File: config.mk
export PLATFORM = sky130hd
export DESIGN_NAME = averaged_adc_pressure_scaler
export DESIGN_NICKNAME = d
export VERILOG_FILES = /design/src/rtl/apas_pkg.sv /design/src/rtl/apas_div.sv /design/src/rtl/apas_cfg.sv /design/src/rtl/averaged_adc_pressure_scaler.sv
export SDC_FILE = /design/constraint.sdc
export NUM_CORES = 1
export LEC_CHECK = 0
export ABC_AREA = 1
export BUFFER_PORTS_ARGS = -buffer_cell sky130_fd_sc_hd__buf_2
export CAP_MARGIN = 20
export CORE_ASPECT_RATIO = 1.5
export CORE_MARGIN = 3
export CORE_UTILIZATION = 45
export DETAILED_ROUTE_END_ITERATION = 10
export SETUP_SLACK_MARGIN = 0.2
export SLEW_MARGIN = 15
export SYNTH_ARGS = -nofsm -noshare
export SYNTH_HDL_FRONTEND = slang
export SYNTH_HIERARCHICAL = 1
export SYNTH_SLANG_ARGS = --single-unit
File: constraint.sdc
create_clock -name clk_i -period 4.5 [get_ports clk_i]
set_input_delay 0.9 -clock clk_i [delete_from_list [all_inputs] [get_ports clk_i]]
set_output_delay 0.9 -clock clk_i [all_outputs]
set_load 0.1 [all_outputs]
File: src/rtl/apas_pkg.sv
`timescale 1ns / 1ps

package apas_pkg;

  localparam int SAMPLE_W    = 12;
  localparam int DIVISOR_W   = 16;
  localparam int PRESSURE_W  = 19;
  localparam int APB_DATA_W  = 32;
  localparam int APB_ADDR_W  = 3;

  // shared divider operand widths
  localparam int DIV_DVD_W   = 19;
  localparam int DIV_DVS_W   = 16;

  localparam int SAMPLES_DEF    = 20;
  localparam int UNDER_MARGIN   = 80;
  localparam int PRESSURE_SCALE = 100;

  // register select, taken from paddr bit 2
  localparam logic REG_ZERO_OFFSET  = 1'b0;
  localparam logic REG_GAIN_DIVISOR = 1'b1;

  typedef struct packed {
    logic                 start;
    logic [DIV_DVD_W-1:0] dividend;
    logic [DIV_DVS_W-1:0] divisor;
  } div_req_t;

  typedef struct packed {
    logic                 busy;
    logic                 done;
    logic [DIV_DVD_W-1:0] quotient;
  } div_rsp_t;

endpackage

File: src/rtl/apas_div.sv
`timescale 1ns / 1ps

module apas_div import apas_pkg::*; (
  input  logic     clk_i,
  input  logic     rst_ni,
  input  div_req_t req_i,
  output div_rsp_t rsp_o
);

  localparam int CNT_W = $clog2(DIV_DVD_W);
  localparam logic [CNT_W-1:0] CNT_LAST = CNT_W'(DIV_DVD_W - 1);

  logic [DIV_DVS_W-1:0] rem_q;
  logic [DIV_DVS_W-1:0] dvs_q;
  logic [DIV_DVD_W-1:0] quo_q;
  logic [CNT_W-1:0]     cnt_q;
  logic                 busy_q;
  logic                 done_q;

  logic [DIV_DVS_W:0]   shifted;
  logic [DIV_DVS_W:0]   diff;
  logic                 ge;

  // one restoring step per cycle, msb first
  assign shifted = {rem_q, quo_q[DIV_DVD_W-1]};
  assign ge      = shifted >= {1'b0, dvs_q};
  assign diff    = shifted - {1'b0, dvs_q};

  always_ff @(posedge clk_i or negedge rst_ni) begin
    if (!rst_ni) begin
      busy_q <= 1'b0;
      done_q <= 1'b0;
      cnt_q  <= '0;
    end else begin
      done_q <= 1'b0;
      if (req_i.start) begin
        busy_q <= 1'b1;
        cnt_q  <= '0;
      end else if (busy_q) begin
        if (cnt_q == CNT_LAST) begin
          busy_q <= 1'b0;
          done_q <= 1'b1;
        end else begin
          cnt_q <= cnt_q + 1'b1;
        end
      end
    end
  end

  always_ff @(posedge clk_i) begin
    if (req_i.start) begin
      quo_q <= req_i.dividend;
      dvs_q <= req_i.divisor;
      rem_q <= '0;
    end else if (busy_q) begin
      rem_q <= ge ? diff[DIV_DVS_W-1:0] : shifted[DIV_DVS_W-1:0];
      quo_q <= {quo_q[DIV_DVD_W-2:0], ge};
    end
  end

  assign rsp_o.busy     = busy_q;
  assign rsp_o.done     = done_q;
  assign rsp_o.quotient = quo_q;

endmodule

File: src/rtl/apas_cfg.sv
`timescale 1ns / 1ps

module apas_cfg import apas_pkg::*; (
  input  logic                  clk_i,
  input  logic                  rst_ni,
  input  logic                  psel,
  input  logic                  penable,
  input  logic                  pwrite,
  input  logic [APB_ADDR_W-1:0] paddr,
  input  logic [APB_DATA_W-1:0] pwdata,
  output logic [APB_DATA_W-1:0] prdata,
  output logic [SAMPLE_W-1:0]   zero_offset_o,
  output logic [DIVISOR_W-1:0]  gain_divisor_o
);

  logic [SAMPLE_W-1:0]  zero_offset_q;
  logic [DIVISOR_W-1:0] gain_divisor_q;
  logic                 wr_en;
  logic [DIVISOR_W-1:0] gain_wr;

  assign wr_en   = psel && penable && pwrite;
  assign gain_wr = pwdata[DIVISOR_W-1:0];

  always_ff @(posedge clk_i or negedge rst_ni) begin
    if (!rst_ni) begin
      zero_offset_q  <= '0;
      gain_divisor_q <= DIVISOR_W'(1);
    end else if (wr_en) begin
      case (paddr[2])
        REG_ZERO_OFFSET:  zero_offset_q <= pwdata[SAMPLE_W-1:0];
        REG_GAIN_DIVISOR: gain_divisor_q <= (gain_wr == '0) ? DIVISOR_W'(1) : gain_wr;
        default: ;
      endcase
    end
  end

  always_comb begin
    case (paddr[2])
      REG_ZERO_OFFSET:  prdata = APB_DATA_W'(zero_offset_q);
      REG_GAIN_DIVISOR: prdata = APB_DATA_W'(gain_divisor_q);
      default:          prdata = '0;
    endcase
  end

  assign zero_offset_o  = zero_offset_q;
  assign gain_divisor_o = gain_divisor_q;

endmodule

File: src/rtl/averaged_adc_pressure_scaler.sv
`timescale 1ns / 1ps

// Block-averaging pressure scaler. Converter samples arrive one beat at a time
// and are summed; every SAMPLES_PER_READING samples the block emits one result
// beat carrying the truncated group mean, an under-range flag (mean + 80 at or
// below zero_offset) and pressure = 100 * max(mean - zero_offset, 0) /
// gain_divisor, truncated, forced to 0 under range. A sample that does not
// close a group causes no stall of its own. Accepting the sample that closes
// a group raises in_stall_o until its result reaches the output register; the
// single shared radix-2 divider runs once for the mean (sum / group size) and
// once for the scaled pressure, one quotient bit per cycle on a 19-bit dividend.
// A finished result sits in an output register, so sampling of the next group
// goes on while that beat waits to be taken. Registers over APB: zero_offset
// at 0x0 (12 bits, reset 0), gain_divisor at 0x4 (16 bits, reset 1; a write of
// 0 stores 1). Write registers only while no group completion is in flight.

module averaged_adc_pressure_scaler import apas_pkg::*; #(
  parameter int SAMPLES_PER_READING = SAMPLES_DEF
) (
  input  logic                  clk_i,
  input  logic                  rst_ni,

  // sample channel
  input  logic                  in_valid_i,
  output logic                  in_stall_o,
  input  logic [SAMPLE_W-1:0]   raw_sample_i,

  // result channel
  output logic                  out_valid_o,
  input  logic                  out_stall_i,
  output logic [PRESSURE_W-1:0] pressure_o,
  output logic [SAMPLE_W-1:0]   mean_sample_o,
  output logic                  under_range_o,

  // configuration
  input  logic                  psel,
  input  logic                  penable,
  input  logic                  pwrite,
  input  logic [APB_ADDR_W-1:0] paddr,
  input  logic [APB_DATA_W-1:0] pwdata,
  output logic [APB_DATA_W-1:0] prdata,
  output logic                  pready
);

  // group counter and sum sized from the group length
  localparam int CNT_W = (SAMPLES_PER_READING > 1) ? $clog2(SAMPLES_PER_READING) : 1;
  localparam int SUM_W = SAMPLE_W + $clog2(SAMPLES_PER_READING);
  localparam logic [CNT_W-1:0] CNT_LAST = CNT_W'(SAMPLES_PER_READING - 1);

  // sequencer codes
  localparam logic [2:0] ST_IDLE  = 3'd0;  // taking samples
  localparam logic [2:0] ST_MEAN  = 3'd1;  // divider forms the mean
  localparam logic [2:0] ST_CALC  = 3'd2;  // offset check, launch pressure divide
  localparam logic [2:0] ST_SCALE = 3'd3;  // divider forms the pressure
  localparam logic [2:0] ST_OUT   = 3'd4;  // waiting for the output register

  logic [2:0]            state_q, state_d;
  logic [SUM_W-1:0]      sum_q;
  logic [CNT_W-1:0]      cnt_q;
  logic [SUM_W-1:0]      acc_sum;
  logic                  in_accept;
  logic                  slot_free;

  logic [SAMPLE_W-1:0]   mean_q;
  logic                  fault_q;
  logic [PRESSURE_W-1:0] pres_q;

  logic [PRESSURE_W-1:0] out_pressure_q;
  logic [SAMPLE_W-1:0]   out_mean_q;
  logic                  out_under_q;
  logic                  out_valid_q;

  logic [SAMPLE_W-1:0]   zero_offset;
  logic [DIVISOR_W-1:0]  gain_divisor;
  logic                  fault;
  logic [SAMPLE_W-1:0]   delta;
  logic [DIV_DVD_W-1:0]  scaled;

  div_req_t              div_req;
  div_rsp_t              div_rsp;

  apas_cfg u_cfg (
    .clk_i          (clk_i),
    .rst_ni         (rst_ni),
    .psel           (psel),
    .penable        (penable),
    .pwrite         (pwrite),
    .paddr          (paddr),
    .pwdata         (pwdata),
    .prdata         (prdata),
    .zero_offset_o  (zero_offset),
    .gain_divisor_o (gain_divisor)
  );

  apas_div u_div (
    .clk_i  (clk_i),
    .rst_ni (rst_ni),
    .req_i  (div_req),
    .rsp_o  (div_rsp)
  );

  assign pready     = 1'b1;
  assign in_stall_o = (state_q != ST_IDLE);
  assign in_accept  = in_valid_i && !in_stall_o;
  assign slot_free  = !out_valid_q || !out_stall_i;
  assign acc_sum    = sum_q + SUM_W'(raw_sample_i);

  // under range when mean + 80 <= offset; otherwise clamp the difference at 0
  assign fault  = ({1'b0, mean_q} + (SAMPLE_W + 1)'(UNDER_MARGIN)) <= {1'b0, zero_offset};
  assign delta  = (mean_q > zero_offset) ? (mean_q - zero_offset) : '0;
  // delta is 0 under range, so the divide yields pressure 0 as well
  assign scaled = DIV_DVD_W'(delta) * DIV_DVD_W'(PRESSURE_SCALE);

  always_comb begin
    state_d          = state_q;
    div_req.start    = 1'b0;
    div_req.dividend = DIV_DVD_W'(acc_sum);
    div_req.divisor  = DIV_DVS_W'(SAMPLES_PER_READING);
    case (state_q)
      ST_IDLE: begin
        if (in_accept && cnt_q == CNT_LAST) begin
          div_req.start = 1'b1;
          state_d       = ST_MEAN;
        end
      end
      ST_MEAN: begin
        if (div_rsp.done) state_d = ST_CALC;
      end
      ST_CALC: begin
        div_req.start    = 1'b1;
        div_req.dividend = scaled;
        div_req.divisor  = DIV_DVS_W'(gain_divisor);
        state_d          = ST_SCALE;
      end
      ST_SCALE: begin
        if (div_rsp.done) state_d = ST_OUT;
      end
      ST_OUT: begin
        if (slot_free) state_d = ST_IDLE;
      end
      default: state_d = ST_IDLE;
    endcase
  end

  // control state
  always_ff @(posedge clk_i or negedge rst_ni) begin
    if (!rst_ni) begin
      state_q     <= ST_IDLE;
      sum_q       <= '0;
      cnt_q       <= '0;
      out_valid_q <= 1'b0;
    end else begin
      state_q <= state_d;
      if (in_accept) begin
        if (cnt_q == CNT_LAST) begin
          sum_q <= '0;
          cnt_q <= '0;
        end else begin
          sum_q <= acc_sum;
          cnt_q <= cnt_q + 1'b1;
        end
      end
      if (state_q == ST_OUT && slot_free) begin
        out_valid_q <= 1'b1;
      end else if (!out_stall_i) begin
        out_valid_q <= 1'b0;
      end
    end
  end

  // payload
  always_ff @(posedge clk_i) begin
    if (state_q == ST_MEAN && div_rsp.done) mean_q <= div_rsp.quotient[SAMPLE_W-1:0];
    if (state_q == ST_CALC) fault_q <= fault;
    if (state_q == ST_SCALE && div_rsp.done) pres_q <= div_rsp.quotient[PRESSURE_W-1:0];
    if (state_q == ST_OUT && slot_free) begin
      out_pressure_q <= pres_q;
      out_mean_q     <= mean_q;
      out_under_q    <= fault_q;
    end
  end

  assign out_valid_o   = out_valid_q;
  assign pressure_o    = out_pressure_q;
  assign mean_sample_o = out_mean_q;
  assign under_range_o = out_under_q;

`ifndef SYNTH
  // the shared divider is never relaunched mid-run
  assert property (@(posedge clk_i) disable iff (!rst_ni) div_req.start |-> !div_rsp.busy)
    else $error("divider started while busy");

  // an under-range result always carries zero pressure
  assert property (@(posedge clk_i) disable iff (!rst_ni)
    (out_valid_o && under_range_o) |-> (pressure_o == '0))
    else $error("under-range result with nonzero pressure");

  // the divisor register never holds zero
  assert property (@(posedge clk_i) disable iff (!rst_ni) gain_divisor != '0)
    else $error("gain divisor is zero");

  // a divide finishes only while the sequencer waits on it
  assert property (@(posedge clk_i) disable iff (!rst_ni)
    div_rsp.done |-> (state_q == ST_MEAN || state_q == ST_SCALE))
    else $error("divider result with no consumer");
`endif

endmodule

==> impl_metrics.csv, run 1 <==
group,metric,value,unit
clock_network,ctsHoldBuffers,0,
layout,register_area,4820,µm²
placement,pre_cts_slack,-0.0441,ns
power_and_ir_drop,p_sw,0.00437,W
placement,io_buffers,85,
floorplan,dieArea,28100,µm²
route,drc,0,
timing,setup_viol,0,
critical_path,worstPathArrival,4.41,ns
synth,synth_area,11800,µm²
critical_path,slowest_delay,0.50,ns
placement,gp_congestion,0.919,
critical_path,endpoint_kind,"register",
power_and_ir_drop,p_comb_share,58.6,%
layout,antenna_cells,0,
global_routing,antenna_found_initial,0,
critical_path,reg2reg_to,"u_div/quo_q[18]$_DFFE_PP_",
worst_hold_path,min_from,"pres_q[3]$_DFFE_PP_",
power_and_ir_drop,internal_power,0.00513,W
global_routing,first_global_vias,9232,
timing,fin_crit_sh,93.9,%
timing,slew_violations,0,
critical_path,r2r_slack,0.28,ns
placement,dpl.hpwl,23100,µm
timing,tns,0,ns
timing,fin_crit,4.22,ns
power_and_ir_drop,p_clk_share,15.2,%
route,wl_per_cell,15.6,µm
flow_run,maxCapViolations,0,
floorplan,core,25400,µm²
layout,n_fill_cell,2419,
route,ant_nets,0,
floorplan,die_x,138,µm
worst_hold_path,hold_path_depth,0,
clock_network,htreeDepth,4,
status,status,"finished clean",
critical_path,cp_slowest_cell,"fa_1",
layout,layout.nets,1752,
global_routing,grt-ovfl-total,0,
timing,hold_viol,0,
critical_path,path_buf_inv,6,
synth,yosys_warnings,6,
power_and_ir_drop,p_per_area,683,nW/µm²
timing,tightest_slew,1.07,ns
layout,drive_gt1_share,22.5,%
critical_path,critical_path.top_delay_family,"adder cells",
clock_network,tritoncts,"done",
global_routing,grt_pass1_wl,46900,µm
clock_network,cts_root_buf,"clkbuf_16",
power_and_ir_drop,p_leak,7.10,nW
route,drt_iter0_drc,470,
worst_hold_path,hp-class,"reg2reg",
critical_path,cp_max_fo,6,
route,vias,9532,
floorplan,num_rows,71,
floorplan,io_pins,121,
route,dr.pass1.iters,5,
floorplan,die_y,204,µm
synth,syn_avg_cell_area,8.05,µm²
global_routing,track_usage,21.6,%
timing,maxSlewHeadroom,28.7,%
power_and_ir_drop,peakVddDrop,0.000338,V
route,routed_wl,30200,µm
clock_network,cts_buffers,17,
critical_path,crit_required,4.69,ns
global_routing,grt_start_max_net_pins,40,
critical_path,path_class,"reg2reg",
layout,multi_input_area,6300,µm²
critical_path,reg2regPathDepth,28,
timing,fmax,237,MHz
clock_network,cts_buffer_depth,2,
synth,syn_inst,1460,
critical_path,r2r-start,"mean_q[0]$_DFFE_PP_",
layout,area_growth,18.4,%
clock_network,clk_pin_slew,0.07,ns
timing,rsz0062_at_grt,"true",
power_and_ir_drop,seqPwrFrac,26.2,%
critical_path,start_kind,"register",
worst_hold_path,holdPathEnd,"pressure_o[3]$_DFFE_PP_",
floorplan,initial_core_util,46.3,%
clock_network,clk_latency,0.43,ns
timing,finClkSkew,0.0139,ns
clock_network,cts_sinks,176,
timing,layout_setup_ws,0.276,ns
route,routed_via_density,4.92,
power_and_ir_drop,sw_frac_of_total,46.0,%
[worst max path at each step]
stage                    startpoint                        end  slack [ns]  cells after the start
2_1_floorplan   mean_q[0]$_DFFE_PP_  u_div/quo_q[12]$_DFFE_PP_        0.34                     25
3_3_place_gp    mean_q[0]$_DFFE_PP_  u_div/quo_q[18]$_DFFE_PP_     -0.0007                     27
3_5_place_dp    mean_q[0]$_DFFE_PP_  u_div/quo_q[18]$_DFFE_PP_       -0.04                     27
4_1_cts        mean_q[11]$_DFFE_PP_  u_div/quo_q[18]$_DFFE_PP_        0.17                     26
5_1_grt         mean_q[0]$_DFFE_PP_  u_div/quo_q[18]$_DFFE_PP_        0.06                     28
6_report        mean_q[0]$_DFFE_PP_  u_div/quo_q[18]$_DFFE_PP_        0.28                     28
[flip-flops by register name (all words and copies together) (netlist names), 3 cells and up]
| register | flops |
|---|---|
| u_div/cnt_q | 5 |
| u_div/dvs_q | 16 |
| u_cfg/gain_divisor_o | 16 |
| mean_sample_o | 12 |
| mean_q | 12 |
| cnt_q | 5 |
| state_q | 3 |
| u_div/quo_q | 19 |
| u_cfg/zero_offset_o | 12 |
| pres_q | 19 |
| u_div/rem_q | 16 |
| pressure_o | 19 |
| sum_q | 17 |
[through the flow]
stage	cells	hold slack (ns)	total power [W]	instance area [µm²]	utilization, %
finish	1939	0.429	0.00950	13900	54.7
global route	1939	0.430	0.0103	13900	54.7
CTS	1927	0.423	0.00915	13400	52.9
detailed placement	1893	0.406	0.00741	12700	50.0
global placement	1893	0.401	0.00735	12700	50.0
floorplan	1475	0.400	0.00609	11800	-
[power groups by stage]
stage	logic [W]	registers, W	clock network (W)
after floorplan	0.00367	0.00242	0
after global placement	0.00484	0.00251	0
after detailed placement	0.00489	0.00251	0
after CTS	0.00519	0.00249	0.00147
after global routing	0.00623	0.00254	0.00153
final	0.00557	0.00249	0.00144
[placed cells by master (no fill, tap or decap), types with 12 or more instances in the layout]
cell	instances
nor3_1	13
buf_2	85
nand4_1	12
inv_1	215
a21oi_1	30
nand3_2	14
nand3_1	81
nor2_1	75
conb_1	17
nand2_2	35
o21ai_0	15
xor2_1	13
nand2_1	472
nand3b_1	22
o21ai_2	23
edfxtp_1	99
xnor2_1	13
dfrtp_1	59
clkbuf_16	17
ha_4	23
dfxtp_1	16
ha_1	66
inv_2	21
buf_4	61
[per-layer routing]
metal,part of all wire (%),GRT usage [%],vias up
met5,0,0,-
met4,3.1,7.56,0
met3,2.8,2.54,50
met2,56,42.1,161
met1,38,23.5,4453
li1,-,-,4868
[worst register-to-register path, delay by kind of cell (launching register included)]
kind / cells / cell delay, ns
adder cells (fa/ha/maj): 6 / 1.82
buffers and inverters: 6 / 0.44
flip-flops: 1 / 0.40
AND/OR/NAND/NOR: 16 / 1.34
[area by class of cell]
type / count / area share (%)
clock buffer: 19 / 3.11
clock inverter: 13 / 0.944
inverter: 240 / 6.60
multi-input combinational: 1016 / 45.3
sequential: 176 / 34.7
tap: 328 / 2.95
timing repair buffer: 147 / 6.43
[timing repair]
action | in CTS | in global routing
setup endpoints to repair | 9 | 9
pin swaps | 8 | 33
setup buffers | 2 | 12
gates resized for setup | 26 | 79
(Power assumes the default switching activity.)
==> run 2: changes to the inputs <==
==> constraint.sdc (replaced) <==
create_clock -name clk_i -period 4.5 [get_ports clk_i]
set_input_delay 0.225 -clock clk_i [delete_from_list [all_inputs] [get_ports clk_i]]
set_output_delay 0.225 -clock clk_i [all_outputs]
set_load 0.1 [all_outputs]
==> impl_metrics.csv, run 2 (synthesized netlist as in run 1, its figures left out) <==
group,metric,value,unit
timing,fin_crit_sh,95.1,%
global_routing,grt-ovfl-total,0,
timing,maxSlewHeadroom,29.6,%
timing,slew_violations,0,
floorplan,core,25400,µm²
critical_path,reg2reg_to,"u_div/quo_q[14]$_DFFE_PP_",
layout,antenna_cells,0,
global_routing,track_usage,22.1,%
route,routed_wl,30300,µm
critical_path,slowest_delay,0.50,ns
critical_path,start_kind,"register",
global_routing,first_global_vias,9614,
critical_path,cp_slowest_cell,"fa_1",
placement,io_buffers,85,
worst_hold_path,hold_path_depth,3,
worst_hold_path,min_from,"pwdata[14]",
clock_network,cts_root_buf,"clkbuf_16",
timing,hold_viol,0,
floorplan,dieArea,28100,µm²
route,drt_iter0_drc,384,
critical_path,cp_max_fo,4,
floorplan,initial_core_util,46.3,%
timing,rsz0062_at_grt,"true",
floorplan,num_rows,71,
critical_path,r2r-start,"mean_q[0]$_DFFE_PP_",
route,dr.pass1.iters,5,
clock_network,cts_buffers,17,
timing,setup_viol,0,
layout,area_growth,17.5,%
clock_network,cts_sinks,176,
critical_path,reg2regPathDepth,25,
floorplan,die_x,138,µm
power_and_ir_drop,peakVddDrop,0.000369,V
global_routing,antenna_found_initial,0,
layout,drive_gt1_share,21.3,%
layout,layout.nets,1745,
flow_run,maxCapViolations,0,
critical_path,path_buf_inv,5,
timing,tns,0,ns
critical_path,endpoint_kind,"register",
global_routing,grt_start_max_net_pins,62,
placement,gp_congestion,0.904,
clock_network,cts_buffer_depth,2,
floorplan,die_y,204,µm
clock_network,tritoncts,"done",
placement,dpl.hpwl,23200,µm
route,ant_nets,0,
layout,mostFrequentLayoutCell,"nand2_1",
placement,pre_cts_slack,0.0470,ns
critical_path,r2r_slack,0.22,ns
power_and_ir_drop,p_leak,7.09,nW
timing,layout_setup_ws,0.220,ns
status,status,"finished clean",
critical_path,path_class,"reg2reg",
global_routing,grt_pass1_wl,48000,µm
route,routed_via_density,4.97,
floorplan,io_pins,121,
timing,fin_crit,4.28,ns
power_and_ir_drop,p_per_area,695,nW/µm²
clock_network,htreeDepth,4,
route,wl_per_cell,15.7,µm
clock_network,clk_latency,0.43,ns
layout,final_cell_mix,"nand2_1 (477), inv_1 (216), edfxtp_1 (99)",
timing,fmax,234,MHz
worst_hold_path,holdPathEnd,"u_cfg/gain_divisor_o[14]$_DFFE_PN0P_",
route,drc,0,
timing,finClkSkew,0.0143,ns
timing,tightest_slew,1.05,ns
worst_hold_path,hp-class,"in2reg",
critical_path,worstPathArrival,4.47,ns
clock_network,clk_pin_slew,0.08,ns
route,vias,9604,
critical_path,crit_required,4.69,ns
critical_path,critical_path.top_delay_family,"adder cells",
[run 2: cell count changes in the layout (fill, tap and decap cells not counted), sizes merged]
cell / delta
inv: +4
clkinvlp: -2
dlygate4sd3: +2
clkbuf: -1
buf: -9
bufinv: -1
[run 2: layer usage]
layer	wire [µm]	share of wire, %	up-vias	GRT usage, %
met4	1450	4.8	0	10.5
met3	792	2.6	61	2.44
met5	0	0	-	0
met1	11300	37	4499	23.6
li1	-	-	4860	-
met2	16800	55	184	42.2
[run 2: worst register-to-register path: stages, from the launching register on]
cell	delay (ns)
edfxtp_1	0.40
inv_2	0.10
ha_4	0.14
inv_4	0.04
fa_2	0.36
nand3_2	0.09
nand3_4	0.13
nand2_4	0.11
o21bai_2	0.07
nand2_1	0.10
nor3b_4	0.25
ha_4	0.24
ha_4	0.26
inv_2	0.03
fa_1	0.50
inv_2	0.05
ha_4	0.23
a21o_1	0.19
a21oi_1	0.12
nand2_1	0.09
xor2_1	0.16
buf_4	0.15
nand2_2	0.06
nand2_2	0.05
nand2_1	0.06
nand2_1	0.05
[run 2: per-stage QoR]
step	area (µm²)	instances	hold WS [ns]	utilization, %	power, W
floorplan	11800	1475	-0.0706	-	0.00609
global placement	12700	1893	0.401	50.0	0.00737
detailed placement	12700	1893	0.405	50.0	0.00744
CTS	13400	1928	0.00274	52.9	0.00917
global route	13800	1932	0.0147	54.4	0.0104
finish	13800	1932	0.0194	54.4	0.00960
[run 2: repair_timing]
| item | in CTS | in global routing |
|---|---|---|
| endpoints found under the hold margin | 7 | 0 |
| hold buffers | 2 | 0 |
| setup buffers | 1 | 4 |
| pin swaps | 4 | 43 |
| resized for setup | 19 | 74 |
| setup endpoints to repair | 9 | 9 |
[run 2: final cells by class]
type,count,area (µm²)
fillers,2433,11600
multi-input cells,1016,6200
flip-flops and latches,176,4820
inverters,240,921
repair buffers,140,855
clock buffers,18,450
well taps,328,410
clock inverters,14,151
[run 2: how the worst max path moves through the flow]
| stage | from | endpoint | slack, ns | cells after the start |
|---|---|---|---|---|
| 4_1_cts | mean_q[11]$_DFFE_PP_ | u_div/quo_q[14]$_DFFE_PP_ | 0.21 | 25 |
| 6_report | mean_q[0]$_DFFE_PP_ | u_div/quo_q[14]$_DFFE_PP_ | 0.22 | 25 |
| 3_3_place_gp | mean_q[0]$_DFFE_PP_ | u_div/quo_q[14]$_DFFE_PP_ | 0.08 | 28 |
| 2_1_floorplan | mean_q[0]$_DFFE_PP_ | u_div/quo_q[12]$_DFFE_PP_ | 0.34 | 25 |
| 5_1_grt | mean_q[0]$_DFFE_PP_ | u_div/quo_q[14]$_DFFE_PP_ | 0.02 | 25 |
| 3_5_place_dp | mean_q[0]$_DFFE_PP_ | u_div/quo_q[14]$_DFFE_PP_ | 0.05 | 26 |
[run 2: power breakdown]
group / internal [W] / total, W / switching, W / leakage (nW)
Combinational: 0.00217 / 0.00562 / 0.00345 / 4.98
Clock: 0.000779 / 0.00149 / 0.000716 / 0.299
Sequential: 0.00220 / 0.00249 / 0.000291 / 1.81
